[config.mk]
export PLATFORM = sky130hd
export DESIGN_NAME = lge_ctrl
export DESIGN_NICKNAME = d
export VERILOG_FILES = /design/src/lge_pkg.sv /design/src/lge_ctrl.sv
export SDC_FILE = /design/constraint.sdc
export NUM_CORES = 1
export LEC_CHECK = 0
export BUFFER_PORTS_ARGS = -buffer_cell sky130_fd_sc_hd__buf_2
export CAP_MARGIN = 20
export CORE_AREA = 2 2 39 41
export CTS_CLUSTER_SIZE = 25
export DETAILED_ROUTE_END_ITERATION = 7
export DIE_AREA = 0 0 41 43
export GPL_TIMING_DRIVEN = 0
export PLACE_DENSITY = 0.66
export SLEW_MARGIN = 20
export SYNTH_ARGS = -nofsm -noshare
export SYNTH_HDL_FRONTEND = slang
export SYNTH_SLANG_ARGS = --single-unit
[constraint.sdc]
create_clock -name clk -period 1.85 [get_ports clk]
set_input_delay 0.0925 -clock clk [delete_from_list [all_inputs] [get_ports clk]]
set_output_delay 0.0925 -clock clk [all_outputs]
set_load 0.01 [all_outputs]
[src/lge_pkg.sv]
// Shared types, field widths and codes for the Life generation engine.
package lge_pkg;

  localparam int CMD_W     = 2;
  localparam int POS_W     = 5;
  localparam int LEVEL_W   = 5;
  localparam int CFG_W     = 6;
  localparam int CFG_IDX_W = 2;
  localparam int NBR_W     = 4;

  // command codes
  localparam logic [CMD_W-1:0] CMD_WRITE = 2'd0;
  localparam logic [CMD_W-1:0] CMD_READ  = 2'd1;
  localparam logic [CMD_W-1:0] CMD_STEP  = 2'd2;
  localparam logic [CMD_W-1:0] CMD_CLEAR = 2'd3;

  // configuration register indexes
  localparam logic [CFG_IDX_W-1:0] CFG_ROWS   = 2'd0;
  localparam logic [CFG_IDX_W-1:0] CFG_COLS   = 2'd1;
  localparam logic [CFG_IDX_W-1:0] CFG_LAYERS = 2'd2;

  localparam logic [CFG_W-1:0] CFG_RESET = 6'd32;

  localparam int MIN_ROWS   = 3;
  localparam int MIN_COLS   = 3;
  localparam int MIN_LAYERS = 2;

  // Life rule neighbor counts
  localparam logic [NBR_W-1:0] BIRTH_COUNT   = 4'd3;
  localparam logic [NBR_W-1:0] SURVIVE_COUNT = 4'd2;

  typedef struct packed {
    logic load;        // latch accepted word
    logic cnt_clr;
    logic cnt_inc;
    logic step_run;    // issue one row read of a generation step
    logic clr_run;     // write one zero row of the clearing pass
    logic cell_wr;     // write back modified row of a cell write
    logic val_cap;     // capture cell bit of a cell read
    logic res_init;
    logic level_inc;
    logic level_zero;
    logic out_load;
  } lge_cmd_t;

  typedef struct packed {
    logic [CMD_W-1:0] command;
    logic             in_range;
    logic             step_ok;
    logic             step_last;
    logic             clr_last;
  } lge_stat_t;

endpackage

[src/lge_ctrl.sv]
// Sequencer for cell access, generation step and clearing pass.
module lge_ctrl (
  input  logic               clk,
  input  logic               rst_n,
  input  logic               in_valid,
  output logic               in_ready,
  output logic               out_valid,
  input  logic               out_ready,
  input  lge_pkg::lge_stat_t stat,
  output lge_pkg::lge_cmd_t  cmd
);
  import lge_pkg::*;

  localparam logic [3:0] S_INIT  = 4'd0;
  localparam logic [3:0] S_IDLE  = 4'd1;
  localparam logic [3:0] S_DISP  = 4'd2;
  localparam logic [3:0] S_RD    = 4'd3;
  localparam logic [3:0] S_MOD   = 4'd4;
  localparam logic [3:0] S_STEP  = 4'd5;
  localparam logic [3:0] S_DRAIN = 4'd6;
  localparam logic [3:0] S_CLEAR = 4'd7;
  localparam logic [3:0] S_OUT   = 4'd8;

  logic [3:0] state_r, state_nxt;
  logic       out_valid_r, out_valid_nxt;

  always_comb begin
    state_nxt = state_r;
    cmd       = '0;
    in_ready  = (state_r == S_IDLE);
    unique case (state_r)
      S_INIT: begin
        cmd.clr_run = 1'b1;
        cmd.cnt_inc = 1'b1;
        if (stat.clr_last) state_nxt = S_IDLE;
      end
      S_IDLE: begin
        if (in_valid) begin
          cmd.load  = 1'b1;
          state_nxt = S_DISP;
        end
      end
      S_DISP: begin
        cmd.res_init = 1'b1;
        cmd.cnt_clr  = 1'b1;
        unique case (stat.command) inside
          CMD_WRITE, CMD_READ: state_nxt = stat.in_range ? S_RD : S_OUT;
          CMD_STEP:            state_nxt = stat.step_ok ? S_STEP : S_OUT;
          CMD_CLEAR:           state_nxt = S_CLEAR;
        endcase
      end
      S_RD: state_nxt = S_MOD;
      S_MOD: begin
        cmd.cell_wr = (stat.command == CMD_WRITE);
        cmd.val_cap = (stat.command == CMD_READ);
        state_nxt   = S_OUT;
      end
      S_STEP: begin
        cmd.step_run = 1'b1;
        cmd.cnt_inc  = 1'b1;
        if (stat.step_last) state_nxt = S_DRAIN;
      end
      S_DRAIN: begin
        // last row lands and is written this cycle
        cmd.level_inc = 1'b1;
        state_nxt     = S_OUT;
      end
      S_CLEAR: begin
        cmd.clr_run = 1'b1;
        cmd.cnt_inc = 1'b1;
        if (stat.clr_last) begin
          cmd.level_zero = 1'b1;
          state_nxt      = S_OUT;
        end
      end
      S_OUT: begin
        if (!out_valid_r || out_ready) begin
          cmd.out_load = 1'b1;
          state_nxt    = S_IDLE;
        end
      end
      default: state_nxt = S_IDLE;
    endcase
  end

  always_comb begin
    out_valid_nxt = out_valid_r;
    if (cmd.out_load)   out_valid_nxt = 1'b1;
    else if (out_ready) out_valid_nxt = 1'b0;
  end

  always_ff @(posedge clk) begin
    if (!rst_n) begin
      state_r     <= S_INIT;
      out_valid_r <= 1'b0;
    end else begin
      state_r     <= state_nxt;
      out_valid_r <= out_valid_nxt;
    end
  end

  assign out_valid = out_valid_r;

`ifndef SYNTHESIS
  a_accept_dispatch: assert property (@(posedge clk) disable iff (!rst_n)
    (in_valid && in_ready) |=> state_r == S_DISP)
    else $error("accepted word not dispatched");

  a_drain_after_step: assert property (@(posedge clk) disable iff (!rst_n)
    state_r == S_DRAIN |-> $past(state_r) == S_STEP)
    else $error("drain entered outside a step");

  a_result_held: assert property (@(posedge clk) disable iff (!rst_n)
    (state_r == S_OUT && out_valid_r && !out_ready) |=> state_r == S_OUT)
    else $error("result dropped while output word pending");
`endif

endmodule

==> run metrics <==
P_leak 0.324 nW; PD cells 1250 nW/um^2; grt met1 use 0.193; post-cts gate resize count 0; initial antenna violation count 0; placed insts 102; status complete, no violations; final estimated routing congestion in global placement 0.720; clk_lat worst skew 0.23 ns; Worst EP required 1.76 ns; largest cells by area after synthesis dfxtp_1 (20%), mux2i_1 (8.1%), nor2b_1 (6.3%), a2111oi_4 (5.6%), nand2_1 (5.3%); flop2flop setup slack 0.39 ns; skew final 0.00121 ns; final global-route overflow total 0; remaining antenna violation count 0; Synth top area share 0.202; Layout area overhead 31.6%; synthesized cell area 495 um^2; Ys Warns 0; Vias/cell 4.85; internal power 0.000470 W; max-cap violations 0; min Tclk post-route 1.65 ns; drt total wl 1150 um; Clock Power Share 0.149; final-layout fill cell count 145; Num CTS Buffers 3; n_diodes 0; routed len/inst 10.8 um; Peak VDD IR 0.597 mV; Reg2Reg Depth 5; worst setup path end cmd[5]; die area 1760 um^2; DR vias 514; switching pwr 0.000342 W; layout cells sized above 1 0.400; cell type with the largest total area after synthesis dfxtp_1; Util after Layout 0.471; setup ws final 0.205 ns; Setup-failing EPs final 0; detailed-routing iteration count for the pre-antenna-repair pass 4; max-slew violation count 0; register area share after synthesis 0.202; H-tree depth 1; Yosys reg bits 5; Rel. slew slack 0.731; Core Footprint 1380 um^2; hpwl dp 892 um; RR Endpoint state_r[0]; RSZ-0062 raised after global routing false; Clock Path Buffers 2; vias in the first global route 462; Peak Freq 608 MHz; Setup Crit Path Kind flip-flop to primary output; critical path endpoint category primary output; worst slew pin tran 0.401 ns; CP max FO 10; post-CTS setup buffers 0; initial DRC count 12; Slowest cell on crit path dfxtp_1; num ports 23; Synth cell types 28; crit start category flip-flop; Remaining DRCs 0; r2r startpoint state_r[0]; worst setup path start state_r[2]; Data arrival, critical path 1.55 ns; final setup TNS 0 ns; I/O Buffers 22; Worst path most repeated cell buf_2; Sw Ratio 0.421; pre-CTS worst setup slack 0.394 ns; max incr delay on CP 0.40 ns; share of power burned in registers 0.185; Critical Path Stages 5; CP Buf/Inv Count 2; Hold Violations, Final 0; first-pass GRT wire length 1810 um; pin count of the biggest net entering global routing 11; Overall Global Routing Usage 0.147; Syn Nets 74; Crit path max-delay family simple AND/OR/NAND/NOR gates; critical path, cell by cell buf_2, nand2b_1, nor4_1, nor2b_1, buf_2; starting density of the core 0.358; Hold Path Class input pin to flip-flop; met2 GRT Util 0.213; hold bufs inserted after CTS 0; CTS Sinks 5; nets 101; fin crit share 0.889; Comb power frac 0.666; die width 41 um; Row Count 14; clock slew at the register clock pins of the worst setup and hold paths 0.04 ns; Post-Layout Cell Count 106; Mapped Avg Cell Area 7.74 um^2; CTS tree done; GRT met3 Usage 0.0314; cell count after synthesis 64; root buf cell clkbuf_4; die height 43 um; GR peak layer met2
==> stage by stage <==
step / area [um^2] / hold WS (ns) / total power, W
3_5_place_dp: 626 / 0.399 / 0.000692
6_report: 652 / 0.156 / 0.000812
4_1_cts: 652 / 0.145 / 0.000821
2_1_floorplan: 495 / 0.221 / 0.000554
5_1_grt: 652 / 0.150 / 0.000891
3_3_place_gp: 626 / 0.403 / 0.000681
==> synthesized netlist by cell type <==
library cell	instances
and3_1	1
o21ai_0	1
o211a_1	1
or2_2	1
nor2b_1	5
nor4_1	2
a211oi_2	1
nor3_2	1
o31ai_1	2
a2111oi_4	1
a21oi_1	3
xnor2_1	1
nand3_1	2
dfxtp_1	5
inv_1	1
nand2b_1	3
or3_4	1
buf_4	2
o21bai_1	1
nand2_1	7
nor3_1	3
buf_2	2
and2_1	2
nor3b_1	1
o32ai_1	1
nor2_1	7
buf_6	2
mux2i_1	4
==> worst min-delay path by stage <==
stage,start,to,depth (start not counted)
4_1_cts,rst_n,state_r[3],2
5_1_grt,rst_n,state_r[3],2
2_1_floorplan,rst_n,out_valid,1
3_5_place_dp,rst_n,state_r[3],2
6_report,rst_n,state_r[3],2
3_3_place_gp,rst_n,state_r[3],2
==> cell usage in the layout (no fill, tap or decap), types with 2 or more instances in the layout <==
| cell | instances |
|---|---|
| nor3_1 | 3 |
| mux2i_1 | 4 |
| nand3_1 | 2 |
| nor2b_1 | 5 |
| nand2_1 | 7 |
| nor2_1 | 7 |
| buf_4 | 2 |
| dfxtp_1 | 5 |
| buf_6 | 2 |
| clkbuf_4 | 3 |
| nor4_1 | 2 |
| o31ai_1 | 2 |
| and2_1 | 2 |
| buf_2 | 24 |
| nand2b_1 | 3 |
| a21oi_1 | 3 |
==> sequential cells by signal, indices dropped and copies added (netlist names) <==
register   count
out_valid      1
state_r        4
==> cell type report <==
cell class	count	area, um^2	share of cell area
well taps	16	20.0	0.0307
flip-flops and latches	5	100	0.154
plain buffers	6	47.5	0.0729
clock buffers	4	26.3	0.0403
multi-input cells	52	344	0.528
repair buffers	22	110	0.169
inverters	1	3.75	0.00576
==> metal layers <==
metal  vias up  share of wire
met5         -              0
met4         0              0
met3         0          0.056
met2        15           0.45
met1       225           0.49
li1        274              -
==> worst register-to-register path, delay by kind of cell (launching register included) <==
family | cells | cell delay [ns]
compound gates | 1 | 0.25
simple gates | 2 | 0.51
mux | 1 | 0.14
flops | 1 | 0.30
buf+inv | 1 | 0.13
==> logic make-up after synthesis <==
group / synth area share
simple gates: 0.391
flops: 0.202
mux: 0.0808
buf+inv: 0.104
compound gates: 0.205
xor+xnor: 0.0177
==> power by group through the flow <==
stage	clock network (W)	registers, W	logic, W
after global placement	0	0.000151	0.000530
after floorplan	0	0.000149	0.000405
final	0.000121	0.000150	0.000541
after CTS	0.000129	0.000150	0.000542
after detailed placement	0	0.000152	0.000540
after global routing	0.000144	0.000153	0.000594
Power figures use the tool's default switching activity.
